**config.mk**
```make
export PLATFORM = sky130hd
export DESIGN_NAME = frame_block_change_map
export DESIGN_NICKNAME = d
export VERILOG_FILES = /design/src/rtl/core/fbcm_pkg.sv /design/src/rtl/core/fbcm_track.sv /design/src/rtl/core/fbcm_emit.sv /design/src/rtl/core/frame_block_change_map.sv
export SDC_FILE = /design/constraint.sdc
export NUM_CORES = 2
export LEC_CHECK = 0
export BUFFER_PORTS_ARGS = -buffer_cell sky130_fd_sc_hd__clkbuf_2
export CORE_ASPECT_RATIO = 0.6
export CORE_MARGIN = 1
export CORE_UTILIZATION = 30
export DETAILED_ROUTE_END_ITERATION = 8
export PLACE_DENSITY = 0.48
export SLEW_MARGIN = 20
export SYNTH_ARGS = -nofsm -noshare
export SYNTH_HDL_FRONTEND = slang
export SYNTH_SLANG_ARGS = --single-unit
```
**constraint.sdc**
```tcl
create_clock -name clk -period 18.4 [get_ports clk]
set_input_delay 3.68 -clock clk [delete_from_list [all_inputs] [get_ports clk]]
set_output_delay 3.68 -clock clk [all_outputs]
set_load 0.01 [all_outputs]
```
**src/rtl/core/fbcm_pkg.sv**
```systemverilog
// ----------------------------------------------------------------------------
// fbcm_pkg
// Types and fixed constants shared by the block change map files.
// ----------------------------------------------------------------------------
`default_nettype none

package fbcm_pkg;

  localparam int FLAG_WORD_BITS = 32;
  localparam int RESULT_LIMIT   = 8;
  localparam int HEIGHT_LIMIT   = 4096;
  localparam int LINE_W         = 12;
  localparam int HEIGHT_W       = 13;
  localparam int CFG_W          = 13;
  localparam int CFG_IDX_W      = 2;
  localparam int ROW_W          = 8;
  localparam int WORD_IDX_W     = 3;
  localparam int RESET_WIDTH    = 640;
  localparam int RESET_HEIGHT   = 480;

  // register indexes
  localparam logic [CFG_IDX_W-1:0] REG_IMAGE_WIDTH  = 2'd0;
  localparam logic [CFG_IDX_W-1:0] REG_IMAGE_HEIGHT = 2'd1;

  typedef struct packed {
    logic [31:0] previous_pixel;
    logic [31:0] current_pixel;
    logic        frame_start;
  } in_item_t;

  typedef struct packed {
    logic [ROW_W-1:0]          block_row;
    logic [WORD_IDX_W-1:0]     word_index;
    logic [FLAG_WORD_BITS-1:0] dirty_flags;
    logic                      last_of_row;
    logic                      frame_done;
  } out_item_t;

  // side info of one captured block row
  typedef struct packed {
    logic [WORD_IDX_W-1:0] last_word;
    logic [ROW_W-1:0]      block_row;
    logic                  frame_done;
  } snap_ctrl_t;

endpackage

`default_nettype wire

```
**src/rtl/core/fbcm_track.sv**
```systemverilog
// ----------------------------------------------------------------------------
// fbcm_track
// Raster position tracking, per-block dirty flags and block row capture.
// ----------------------------------------------------------------------------
`default_nettype none

module fbcm_track
  import fbcm_pkg::*;
#(
  parameter int BLOCK_SIZE = 16,
  parameter int MAX_WIDTH  = 4096,
  parameter int SLOTS      = (MAX_WIDTH + BLOCK_SIZE - 1) / BLOCK_SIZE,
  parameter int SNAP_BITS  = 256,
  parameter int WEFF_W     = $clog2(MAX_WIDTH + 1)
) (
  input  wire logic                 clk,
  input  wire logic                 rst_n,
  input  wire logic                 item_valid,
  input  wire in_item_t             item,
  input  wire logic [WEFF_W-1:0]    w_eff,
  input  wire logic [HEIGHT_W-1:0]  h_eff,
  input  wire logic                 snap_free,
  output logic                      item_take,
  output logic                      snap_load,
  output logic [SNAP_BITS-1:0]      snap_flags,
  output snap_ctrl_t                snap_ctrl
);

  localparam int COL_W = $clog2(MAX_WIDTH);
  localparam int CX_W  = $clog2(BLOCK_SIZE);
  localparam int BX_W  = (SLOTS > 1) ? $clog2(SLOTS) : 1;

  logic [COL_W-1:0]  col_r, col_nxt;
  logic [CX_W-1:0]   cx_r, cx_nxt;
  logic [BX_W-1:0]   bx_r, bx_nxt;
  logic [LINE_W-1:0] line_r, line_nxt;
  logic [CX_W-1:0]   ly_r, ly_nxt;
  logic [ROW_W-1:0]  by_r, by_nxt;
  logic [SLOTS-1:0]  dirty_r, dirty_nxt;

  logic [COL_W-1:0]    col0, col1;
  logic [CX_W-1:0]     cx0, cx1, ly0, ly1, ly2;
  logic [BX_W-1:0]     bx0, bx1;
  logic [HEIGHT_W-1:0] line0, line1, line2, line3;
  logic [ROW_W-1:0]    by0, by1, by2;
  logic [WEFF_W-1:0]   col_inc;
  logic                wrap_col, wrap_line, row_end, last_line, pix_diff;
  logic [SLOTS-1:0]    dirty_base, dirty_eff;
  logic [15:0]         word_pos;

  always_comb begin
    // frame start restarts the raster
    col0  = item.frame_start ? '0 : col_r;
    cx0   = item.frame_start ? '0 : cx_r;
    bx0   = item.frame_start ? '0 : bx_r;
    line0 = item.frame_start ? '0 : HEIGHT_W'(line_r);
    ly0   = item.frame_start ? '0 : ly_r;
    by0   = item.frame_start ? '0 : by_r;

    // width shrank under a running line
    wrap_col = WEFF_W'(col0) >= w_eff;
    col1  = wrap_col ? '0 : col0;
    cx1   = wrap_col ? '0 : cx0;
    bx1   = wrap_col ? '0 : bx0;
    line1 = wrap_col ? line0 + 1'b1 : line0;
    ly1   = ly0;
    by1   = by0;
    if (wrap_col) begin
      if (ly0 == CX_W'(BLOCK_SIZE - 1)) begin
        ly1 = '0;
        by1 = by0 + 1'b1;
      end else begin
        ly1 = ly0 + 1'b1;
      end
    end

    // height shrank under a running frame
    wrap_line = line1 >= h_eff;
    line2 = wrap_line ? '0 : line1;
    ly2   = wrap_line ? '0 : ly1;
    by2   = wrap_line ? '0 : by1;

    last_line = line2 == h_eff - 1'b1;
    row_end   = (WEFF_W'(col1) == w_eff - 1'b1) &&
                ((ly2 == CX_W'(BLOCK_SIZE - 1)) || last_line);
    pix_diff  = item.previous_pixel != item.current_pixel;

    dirty_base = item.frame_start ? '0 : dirty_r;
  end

  for (genvar j = 0; j < SLOTS; j++) begin : g_dirty
    assign dirty_eff[j] = dirty_base[j] | (pix_diff && (bx1 == BX_W'(j)));
  end

  for (genvar j = 0; j < SNAP_BITS; j++) begin : g_snap
    if (j < SLOTS) begin : g_in
      assign snap_flags[j] = dirty_eff[j] && (BX_W'(j) <= bx1);
    end else begin : g_out
      assign snap_flags[j] = 1'b0;
    end
  end

  always_comb begin
    item_take = item_valid && (!row_end || snap_free);
    snap_load = item_take && row_end;

    word_pos = 16'(bx1) >> $clog2(FLAG_WORD_BITS);
    snap_ctrl.last_word  = (word_pos > 16'(RESULT_LIMIT - 1)) ?
                           WORD_IDX_W'(RESULT_LIMIT - 1) : word_pos[WORD_IDX_W-1:0];
    snap_ctrl.block_row  = by2;
    snap_ctrl.frame_done = last_line;
  end

  // advance to the next pixel position
  always_comb begin
    col_inc  = WEFF_W'(col1) + 1'b1;
    col_nxt  = col_r;
    cx_nxt   = cx_r;
    bx_nxt   = bx_r;
    line_nxt = line_r;
    ly_nxt   = ly_r;
    by_nxt   = by_r;
    dirty_nxt = dirty_r;
    line3    = line2;
    if (item_take) begin
      dirty_nxt = row_end ? '0 : dirty_eff;
      if (col_inc >= w_eff) begin
        col_nxt = '0;
        cx_nxt  = '0;
        bx_nxt  = '0;
        line3   = line2 + 1'b1;
        if (line3 >= h_eff) begin
          line_nxt = '0;
          ly_nxt   = '0;
          by_nxt   = '0;
        end else begin
          line_nxt = line3[LINE_W-1:0];
          if (ly2 == CX_W'(BLOCK_SIZE - 1)) begin
            ly_nxt = '0;
            by_nxt = by2 + 1'b1;
          end else begin
            ly_nxt = ly2 + 1'b1;
            by_nxt = by2;
          end
        end
      end else begin
        col_nxt  = col_inc[COL_W-1:0];
        line_nxt = line2[LINE_W-1:0];
        ly_nxt   = ly2;
        by_nxt   = by2;
        if (cx1 == CX_W'(BLOCK_SIZE - 1)) begin
          cx_nxt = '0;
          bx_nxt = bx1 + 1'b1;
        end else begin
          cx_nxt = cx1 + 1'b1;
          bx_nxt = bx1;
        end
      end
    end
  end

  always_ff @(posedge clk) begin
    if (!rst_n) begin
      col_r   <= '0;
      cx_r    <= '0;
      bx_r    <= '0;
      line_r  <= '0;
      ly_r    <= '0;
      by_r    <= '0;
      dirty_r <= '0;
    end else begin
      col_r   <= col_nxt;
      cx_r    <= cx_nxt;
      bx_r    <= bx_nxt;
      line_r  <= line_nxt;
      ly_r    <= ly_nxt;
      by_r    <= by_nxt;
      dirty_r <= dirty_nxt;
    end
  end

endmodule

`default_nettype wire

```
**src/rtl/core/fbcm_emit.sv**
```systemverilog
// ----------------------------------------------------------------------------
// fbcm_emit
// Holds one captured block row and sends it out one flag word per handshake.
// ----------------------------------------------------------------------------
`default_nettype none

module fbcm_emit
  import fbcm_pkg::*;
#(
  parameter int SNAP_BITS = 256
) (
  input  wire logic                 clk,
  input  wire logic                 rst_n,
  input  wire logic                 snap_load,
  input  wire logic [SNAP_BITS-1:0] snap_flags,
  input  wire snap_ctrl_t           snap_ctrl,
  output logic                      snap_free,
  output logic                      out_valid,
  input  wire logic                 out_ready,
  output out_item_t                 out_data
);

  logic                  busy_r, busy_nxt;
  logic [SNAP_BITS-1:0]  buf_r, buf_nxt;
  logic [WORD_IDX_W-1:0] k_r, k_nxt;
  snap_ctrl_t            ctrl_r, ctrl_nxt;
  logic                  out_valid_r, out_valid_nxt;
  out_item_t             out_data_r, out_data_nxt;
  logic                  move, last_move;

  always_comb begin
    move      = busy_r && (!out_valid_r || out_ready);
    last_move = move && (k_r == ctrl_r.last_word);
    snap_free = !busy_r || last_move;

    busy_nxt      = busy_r;
    buf_nxt       = buf_r;
    k_nxt         = k_r;
    ctrl_nxt      = ctrl_r;
    out_valid_nxt = out_valid_r;
    out_data_nxt  = out_data_r;

    if (move) begin
      out_valid_nxt            = 1'b1;
      out_data_nxt.block_row   = ctrl_r.block_row;
      out_data_nxt.word_index  = k_r;
      out_data_nxt.dirty_flags = buf_r[FLAG_WORD_BITS-1:0];
      out_data_nxt.last_of_row = k_r == ctrl_r.last_word;
      out_data_nxt.frame_done  = ctrl_r.frame_done;
      buf_nxt                  = buf_r >> FLAG_WORD_BITS;
      k_nxt                    = k_r + 1'b1;
    end else if (out_ready) begin
      out_valid_nxt = 1'b0;
    end

    if (snap_load) begin
      busy_nxt = 1'b1;
      buf_nxt  = snap_flags;
      k_nxt    = '0;
      ctrl_nxt = snap_ctrl;
    end else if (last_move) begin
      busy_nxt = 1'b0;
    end
  end

  always_ff @(posedge clk) begin
    if (!rst_n) begin
      busy_r      <= 1'b0;
      out_valid_r <= 1'b0;
    end else begin
      busy_r      <= busy_nxt;
      out_valid_r <= out_valid_nxt;
    end
    buf_r      <= buf_nxt;
    k_r        <= k_nxt;
    ctrl_r     <= ctrl_nxt;
    out_data_r <= out_data_nxt;
  end

  assign out_valid = out_valid_r;
  assign out_data  = out_data_r;

endmodule

`default_nettype wire

```
**src/rtl/core/frame_block_change_map.sv**
```systemverilog
// ----------------------------------------------------------------------------
// frame_block_change_map
// Block change map between a previous and a next frame, one pixel pair per
// request, dirty flags of each block row sent out as flag words.
// ----------------------------------------------------------------------------
// Pixel pairs arrive in raster order, one per request, and the block takes
// one per clock. A BLOCK_SIZE x BLOCK_SIZE block is flagged dirty when any of
// its pixels inside the image differs in any bit; partial edge blocks count.
// On the last pixel of a block row the row's flags are captured and sent as
// 1 to 8 words of 32 flags, lowest block first, one word per clock while the
// result side takes them. An item passes the input register, then the
// combinational position and flag logic. A row goes into the row buffer
// as its closing item is taken, its first word out via the result register.
// The only stall: a row-ending pixel waits in the input register while the
// previous row still has words in the row buffer. Widths are clamped to
// 1..MAX_WIDTH and heights to 1..4096; write the size registers only while
// the block is idle.
// ----------------------------------------------------------------------------
`default_nettype none

module frame_block_change_map
  import fbcm_pkg::*;
#(
  parameter int BLOCK_SIZE = 16,
  parameter int MAX_WIDTH  = 4096
) (
  input  wire logic                 clk,
  input  wire logic                 rst_n,
  input  wire logic                 in_valid,
  output logic                      in_ready,
  input  wire in_item_t             in_data,
  output logic                      out_valid,
  input  wire logic                 out_ready,
  output out_item_t                 out_data,
  input  wire logic                 cfg_we,
  input  wire logic [CFG_IDX_W-1:0] cfg_index,
  input  wire logic [CFG_W-1:0]     cfg_wdata
);

  // block slots along a line and words per captured row
  localparam int SLOTS     = (MAX_WIDTH + BLOCK_SIZE - 1) / BLOCK_SIZE;
  localparam int WORDS_ALL = (SLOTS + FLAG_WORD_BITS - 1) / FLAG_WORD_BITS;
  localparam int WORDS_MAX = (WORDS_ALL > RESULT_LIMIT) ? RESULT_LIMIT : WORDS_ALL;
  localparam int SNAP_BITS = WORDS_MAX * FLAG_WORD_BITS;
  localparam int WEFF_W    = $clog2(MAX_WIDTH + 1);
  localparam int W_RESET   = (RESET_WIDTH > MAX_WIDTH) ? MAX_WIDTH : RESET_WIDTH;

  // clamped size registers
  logic [WEFF_W-1:0]   w_eff_r, w_eff_nxt;
  logic [HEIGHT_W-1:0] h_eff_r, h_eff_nxt;

  // input register
  logic     s1_valid_r, s1_valid_nxt;
  in_item_t s1_item_r;

  logic                 item_take, snap_load, snap_free;
  logic [SNAP_BITS-1:0] snap_flags;
  snap_ctrl_t           snap_ctrl;

  always_comb begin
    w_eff_nxt = w_eff_r;
    h_eff_nxt = h_eff_r;
    if (cfg_we) begin
      case (cfg_index)
        REG_IMAGE_WIDTH: begin
          if (cfg_wdata == '0) begin
            w_eff_nxt = WEFF_W'(1);
          end else if (14'(cfg_wdata) > 14'(MAX_WIDTH)) begin
            w_eff_nxt = WEFF_W'(MAX_WIDTH);
          end else begin
            w_eff_nxt = WEFF_W'(cfg_wdata);
          end
        end
        REG_IMAGE_HEIGHT: begin
          if (cfg_wdata == '0) begin
            h_eff_nxt = HEIGHT_W'(1);
          end else if (cfg_wdata > HEIGHT_W'(HEIGHT_LIMIT)) begin
            h_eff_nxt = HEIGHT_W'(HEIGHT_LIMIT);
          end else begin
            h_eff_nxt = cfg_wdata;
          end
        end
        default: begin
          // unknown index, write dropped
        end
      endcase
    end
  end

  // input register frees when the tracker takes its item
  assign in_ready = !s1_valid_r || item_take;

  always_comb begin
    s1_valid_nxt = s1_valid_r;
    if (in_valid && in_ready) begin
      s1_valid_nxt = 1'b1;
    end else if (item_take) begin
      s1_valid_nxt = 1'b0;
    end
  end

  always_ff @(posedge clk) begin
    if (!rst_n) begin
      w_eff_r    <= WEFF_W'(W_RESET);
      h_eff_r    <= HEIGHT_W'(RESET_HEIGHT);
      s1_valid_r <= 1'b0;
    end else begin
      w_eff_r    <= w_eff_nxt;
      h_eff_r    <= h_eff_nxt;
      s1_valid_r <= s1_valid_nxt;
    end
    if (in_valid && in_ready) begin
      s1_item_r <= in_data;
    end
  end

  // position, flags and row capture
  fbcm_track #(
    .BLOCK_SIZE (BLOCK_SIZE),
    .MAX_WIDTH  (MAX_WIDTH),
    .SLOTS      (SLOTS),
    .SNAP_BITS  (SNAP_BITS),
    .WEFF_W     (WEFF_W)
  ) u_track (
    .clk        (clk),
    .rst_n      (rst_n),
    .item_valid (s1_valid_r),
    .item       (s1_item_r),
    .w_eff      (w_eff_r),
    .h_eff      (h_eff_r),
    .snap_free  (snap_free),
    .item_take  (item_take),
    .snap_load  (snap_load),
    .snap_flags (snap_flags),
    .snap_ctrl  (snap_ctrl)
  );

  // row buffer and result register
  fbcm_emit #(
    .SNAP_BITS (SNAP_BITS)
  ) u_emit (
    .clk        (clk),
    .rst_n      (rst_n),
    .snap_load  (snap_load),
    .snap_flags (snap_flags),
    .snap_ctrl  (snap_ctrl),
    .snap_free  (snap_free),
    .out_valid  (out_valid),
    .out_ready  (out_ready),
    .out_data   (out_data)
  );

endmodule

`default_nettype wire

```
# Word level (Yosys, flattened, before mapping)
# Cells that the tools add are included.
# classes
n_addsub	12
magnitude_cmp	263
eq_ne	263
mux	44
bitwise_logic	256
reduce_logical	536
# op_table
op	count
$eq 8x8->1 const B	128
$le 8x8->1 const A	128
$mux 256	4
$logic_and 1x1->1	518
$eq 8x7->1 const B	64
$le 7x8->1 const A	64
$eq 8x6->1 const B	32
$le 6x8->1 const A	32
$or 1x1->1	256
$eq 8x5->1 const B	16
$le 5x8->1 const A	16
$mux 8	11
$mux 13	6
$mux 12	6
$eq 8x4->1 const B	8
$le 4x8->1 const A	8
$mux 4	11
$ge 13x13->1	3
$eq 8x3->1 const B	4
$le 3x8->1 const A	4
$ne 32x32->1	1
$add 13x1->13 const B	2
$gt 13x13->1 const B	2
$sub 13x1->13 const B	2
23 further kinds	48
# word_totals
regBits	714
input_bits	85

# Longest topological paths before layout
# logic_depth
depth_word	14
ltp_mapped	39

# Modules after synthesis
# A second synthesis with hierarchy kept.
# hier_totals
cells_unflattened	3597
hier_area_um2	36691.4
# modules_own_cells
mod	n_inst	cells_each	area_each_um2	seq_area_each_um2
fbcm_track	1	2769	20638.5	6085.8
fbcm_emit	1	629	12967.4	9499.1
frame_block_change_map	1	199	3085.5	2492.4

# Worst setup path before layout
# No wires, ideal clock.
# synth_timing
path_type	register -> register
start	register s1_item_r[0] in the netlist's numbering
end	register u_emit.buf_r[0] (enable)
setup_ns	0.628
arrival_time_ns	12.048
slack_ns	5.723
path_stages_with_launch	32
synth_period_minus_slack_ns	12.677
cell_sequence	edfxtp_1 -> inv_1 -> clkbuf_1 -> clkbuf_1 -> clkbuf_1 -> nand2_1 -> ha_1 -> nor2b_1 -> o21bai_1 -> a311o_1 -> buf_2 -> a21oi_1 -> xor2_1 -> inv_2 -> ha_1 -> and4_1 -> nand3_1 -> a21o_1 -> nand3_1 -> clkbuf_1 -> clkbuf_1 -> nor2_1 -> ha_1 -> a21boi_0 -> o21ai_1 -> a2111oi_2 -> o21ai_1 -> o41ai_4 -> nand4_1 -> clkbuf_1 -> clkbuf_1 -> nand2_1
# synth_between
elab_chain_cells	13
# synth_rtl
element	line	rtl
from (decl)	frame_block_change_map.sv:54	in_item_t s1_item_r;
from (signal assigned)	frame_block_change_map.sv:113	s1_item_r <= in_data;
$mux 12, or another cell as far along	fbcm_track.sv:56	line0 = item.frame_start ? '0 : HEIGHT_W'(line_r);
$add 13x1->13, or another cell as far along	fbcm_track.sv:65	line1 = wrap_col ? line0 + 1'b1 : line0;
$mux 13 or $mux 4 (tied branches)	fbcm_track.sv:65, fbcm_track.sv:69	
$ge 13x13->1 or $mux 4 (tied branches)	fbcm_track.sv:78, fbcm_track.sv:68	
$mux 13 or $mux 4 (tied branches)	fbcm_track.sv:79, fbcm_track.sv:80	
$eq 13x13->1 or $eq 4x4->1 (tied branches)	fbcm_track.sv:83, fbcm_track.sv:85	
$logic_or 1x1->1	fbcm_track.sv:85	((ly2 == CX_W'(BLOCK_SIZE - 1)) || last_line);
$logic_and 1x1->1 *	fbcm_track.sv:84	row_end = (WEFF_W'(col1) == w_eff - 1'b1) &&
$logic_not 1->1	fbcm_track.sv:104	item_take = item_valid && (!row_end || snap_free);
$logic_or 1x1->1	fbcm_track.sv:104	
$logic_and 1x1->1	fbcm_track.sv:104	
$logic_and 1x1->1 *	fbcm_track.sv:105	snap_load = item_take && row_end;
$reduce_bool 2->1 (no line) *	n/a	
to (signal assigned)	fbcm_emit.sv:74	buf_r <= buf_nxt;
to (decl)	fbcm_emit.sv:24	logic [SNAP_BITS-1:0] buf_r, buf_nxt;
# Mark *: on every way between the ends. The rest lies on a longest branch, timed or not.
# A chain may end at the register's enable or synchronous reset.

# Final worst setup path
# layout_timing
start	register s1_item_r[0] in the netlist's numbering
end	output port in_ready
# layout_between
elab_chain_cells	12
# layout_rtl
element	line	rtl
$mux 12, or another cell as far along	fbcm_track.sv:56	
$add 13x1->13, or another cell as far along	fbcm_track.sv:65	
$mux 13 or $mux 4 (tied branches)	fbcm_track.sv:65, fbcm_track.sv:69	
$ge 13x13->1 or $mux 4 (tied branches)	fbcm_track.sv:78, fbcm_track.sv:68	
$mux 13 or $mux 4 (tied branches)	fbcm_track.sv:79, fbcm_track.sv:80	
$eq 13x13->1 or $eq 4x4->1 (tied branches)	fbcm_track.sv:83, fbcm_track.sv:85	
$logic_or 1x1->1	fbcm_track.sv:85	
$logic_and 1x1->1 *	fbcm_track.sv:84	
$logic_not 1->1 *	fbcm_track.sv:104	
$logic_or 1x1->1 *	fbcm_track.sv:104	
$logic_and 1x1->1 *	fbcm_track.sv:104	
$logic_or 1x1->1 *	frame_block_change_map.sv:91	assign in_ready = !s1_valid_r || item_take;
to (decl)	frame_block_change_map.sv:30	output logic in_ready,
# Marks and branches as above.

==> summary.md <==
| Metric | Value |
|---|---|
| Via count | `between 30000 and 40000` |
| Count of input and output buffers | `131` |
| Std-Cell Core Area | `between 100000 and 150000 µm²` |
| Post-synthesis instance area | `35500 µm²` |
| Iteration-0 DRC count of the detailed router | `4654` |
| Starting density of the core | `about 30%` |
| Leakage component of the power | `about 14 nW` |
| Mean area per synthesized cell | `9.65 µm²` |
| Vertical extent of the die | `268 µm` |
| Layout cell share with drive strength beyond 1 | `11.1%` |
| DR vias/cell | `5.89` |
| Maximum clock insertion buffer count | `3` |
| Internal power contribution | `2.61 mW` |
| Number of library cell types mapped by synthesis | `90` |
| Synth Register Bits | `714` |
| Category of the critical setup timing path | `flop to primary output` |
| CTS tree | `yes` |
| Critical Path End Type | `primary output` |
| Total of max-cap violations | `0` |
| Worst EP required | `14.72 ns` |
| Weighted congestion at the end of routability-driven global placement | `approximately 0.9` |
| Critical path, cell by cell | `buf_4 > nor2b_1 > ha_1 > nand3_1 > o21bai_1 > a311oi_2 > o211a_1 > xor2_1 > inv_1 > ha_1 > and4_1 > a311oi_1 > nand3_1 > buf_4 > nor2_1 > ha_1 > a21boi_0 > o21ai_1 > a2111oi_2 > o21ai_1 > o41ai_4 > nand4_1 > clkbuf_2` |
| Library cell appearing most often on the critical path | `ha_1` |
| Instance count of the mapped netlist | `~3700` |
| Fin Hold WS | `0.419 ns` |
| Overflow left after global routing | `0` |
| EDFF count, synth | `378` |
| PnR worst setup slack | `6.13 ns` |
| Switching portion of total power | `23.8%` |
| Time the final worst path needs with I/O delays and setup | `12.27 ns` |
| Routed length per placed instance | `approximately 28 µm` |
| # clock sinks | `~710` |
| Number of placement rows | `97` |
| First-pass iteration count of the detailed router | `6` |
| Worst-case headroom to the max-slew limit | `approximately 16%` |
| Area overhead of the layout relative to synthesis | `14.0%` |
| Ys async rst share | `0%` |
| Relative contribution of the clock network to total power | `46.3%` |
| Postcts setup bufs | `0` |
| Power density relative to cell area | `84.7 nW/µm²` |
| Number of synthesis warnings | `0` |
| Period Utilization, post-route | `66.7%` |
| Worst path max stage delay | `0.84 ns` |
| Die Outline Area | `around 120000 µm²` |
| All-Layer GR Usage | `24.2%` |
| Actual transition at the worst max-transition pin | `1.25 ns` |
| Unrepaired setup endpoints after global routing | `no` |
| Final Setup Violations | `0` |
| Fin Clk Skew | `0.0258 ns` |
| CP Data Arrival Time | `8.59 ns` |
| Number of nets in the final layout | `3859` |
| Peak supply drop | `0.0548 mV` |
| Hold Path Class | `flop to flop` |
| Delay-heaviest family, CP | `compound AO/OA/AOI/OAI gates` |
| Worst Setup Slack post-DPL | `approximately 7.1 ns` |
| Predominant post-synthesis flop cell | `edfxtp_1` |
| Cell chosen for the clock root | `clkbuf_16` |
| Total count of hold-check failures in the final report | `0` |
| Skew-Pair Late Insertion Delay | `0.69 ns` |
| Proportion of synthesized chip area in sequential cells | `roughly half` |
| Vias in the first global route | `28705` |
| Total count of max-transition violations in the final report | `0` |
| Maximum number of pins on one net before global-route repair | `~160` |
| Number of nets produced by synthesis | `around 3800` |
| Part of the power in registers | `between 40% and 50%` |
| Floorplan die width | `between 400 and 500 µm` |
| Final antenna-violating net count | `0` |
| Half-perimeter wire length after detailed placement | `98400 µm` |
| Boundary pin count | `around 130` |
| Hold-fix buffer count after cts | `0` |
| Highest fanout seen on the critical path | `between 40 and 50` |
| Initial antenna violation count | `9` |
| Proportion of power drawn by combinational gates | `4.4%` |
| DRC errors left | `0` |
| Startpoint kind of the worst setup timing path | `flop` |
| Register clock-pin slew on the reported worst setup and hold paths | `0.07 ns` |
| Number of buffers created by CTS | `roughly 70` |
| Depth of the CTS H-tree | `3` |
| Worst path slowest cell | `a311oi_2` |
| Post-cts sizing count | `0` |
| Peak Freq | `81.5 MHz` |
| Count of buffer and inverter cells on the critical path | `4` |
| Total length of routed wires | `148000 µm` |
| Status | `complete, no violations` |
| Net load switching power | `0.816 mW` |
| First-pass GRT wire length | `212000 µm` |
| Sum Neg Setup Slack | `0 ns` |
stage by stage:
| stage | cell area (µm²) | std cells | util [%] | power (mW) |
|---|---|---|---|---|
| after global routing | 40400 | 5351 | 34.6 | 3.53 |
| after global placement | 37900 | 5219 | 32.4 | 1.87 |
| after CTS | 40400 | 5351 | 34.5 | 3.45 |
| after floorplan | 35500 | 3676 | - | 1.82 |
| after detailed placement | 37900 | 5219 | 32.4 | 1.87 |
| final | 40400 | 5356 | 34.6 | 3.43 |
area by class of cell:
class	instances	area, µm²
fillers	11935	76600
clock inverters	28	333
repair buffers	233	1460
inverters	69	267
multi-input cells	2619	16200
diodes	5	12.5
well taps	1584	1980
flip-flops and latches	714	18100
clock buffers	104	2140
cells in the final DEF (no fill, tap or decap), types with 99 or more instances in the layout:
master     count
nand2_1      528
o21ai_0      394
edfxtp_1     378
dfxtp_1      335
o2bb2ai_1    234
nor2_1       194
a21oi_1      193
clkbuf_2     131
nand3_1      105
a22o_1       100
buf_4         99
final timing paths:
kind	from	endpoint	slack, ns	cells past startpoint
max	s1_item_r[0]$_DFFE_PP_	in_ready	6.13	23
min	u_emit.buf_r[2]$_DFFE_PP_	u_emit.out_data[4]$_DFFE_PP_	0.42	0
max reg2reg	s1_item_r[0]$_DFFE_PP_	u_track.dirty_r[5]$_SDFFE_PN0N_	7.49	27
min reg2reg	u_emit.buf_r[2]$_DFFE_PP_	u_emit.out_data[4]$_DFFE_PP_	0.42	0
sequential cells by signal, indices dropped and copies added (netlist names):
name / flops
h_eff_r: 13
u_track.dirty_r: 256
u_track.cx_r: 4
u_emit.out_data: 45
u_emit.k_r: 3
u_emit.busy_r: 1
u_emit.out_valid: 1
s1_valid_r: 1
u_track.ly_r: 4
u_track.col_r: 12
u_track.bx_r: 8
s1_item_r: 65
u_emit.ctrl_r: 12
u_track.line_r: 12
u_track.by_r: 8
w_eff_r: 13
u_emit.buf_r: 256
synth_stat cells (all sizes together), types with 13 or more instances:
cell	instances	area share (%)
nand2	530	5.6
nor2b	43	0.76
edfxtp	378	32
nor2	203	2.2
o21ai	408	5.8
and2	20	0.35
and3	25	0.44
a21o	21	0.44
a22o	101	2.5
nor3	85	1.2
nand4	35	0.63
nand3	106	1.5
nand2b	21	0.37
a211oi	13	0.29
dfxtp	336	19
a22oi	31	0.66
buf	52	0.88
a32oi	30	0.74
o31ai	13	0.27
o21a	13	0.27
nor4	19	0.35
o2bb2ai	234	5.8
ha	66	2.3
a21oi	195	2.8
o211ai	34	0.72
a32o	75	2.1
xor2	22	0.54
clkbuf	222	2.3
o22ai	18	0.32
a31oi	24	0.42
inv	66	0.70
xnor2	83	2.0
power by group through the flow:
stage	Clock, mW	Combinational [mW]	Sequential (mW)
final	1.59	0.150	1.69
after global routing	1.67	0.160	1.69
after CTS	1.61	0.147	1.69
after detailed placement	0	0.146	1.73
after global placement	0	0.147	1.73
after floorplan	0	0.0956	1.72
layer usage:
| metal | wire length [µm] | GRT usage (%) | vias to the layer above |
|---|---|---|---|
| li1 | - | - | 13880 |
| met4 | 2800 | 5.02 | 6 |
| met3 | 20900 | 9.46 | 219 |
| met5 | 39 | 0 | - |
| met2 | 52000 | 29.2 | 1944 |
| met1 | 71900 | 38.4 | 15505 |
kinds of logic after synthesis:
group           synth area share, %
simple gates                   14.8
flops                          50.9
buf+inv                        3.96
compound gates                 24.8
xor+xnor                       2.59
mux                           0.550
fa+ha+maj                      2.33
Note: power is estimated with default switching activity, not from simulation.
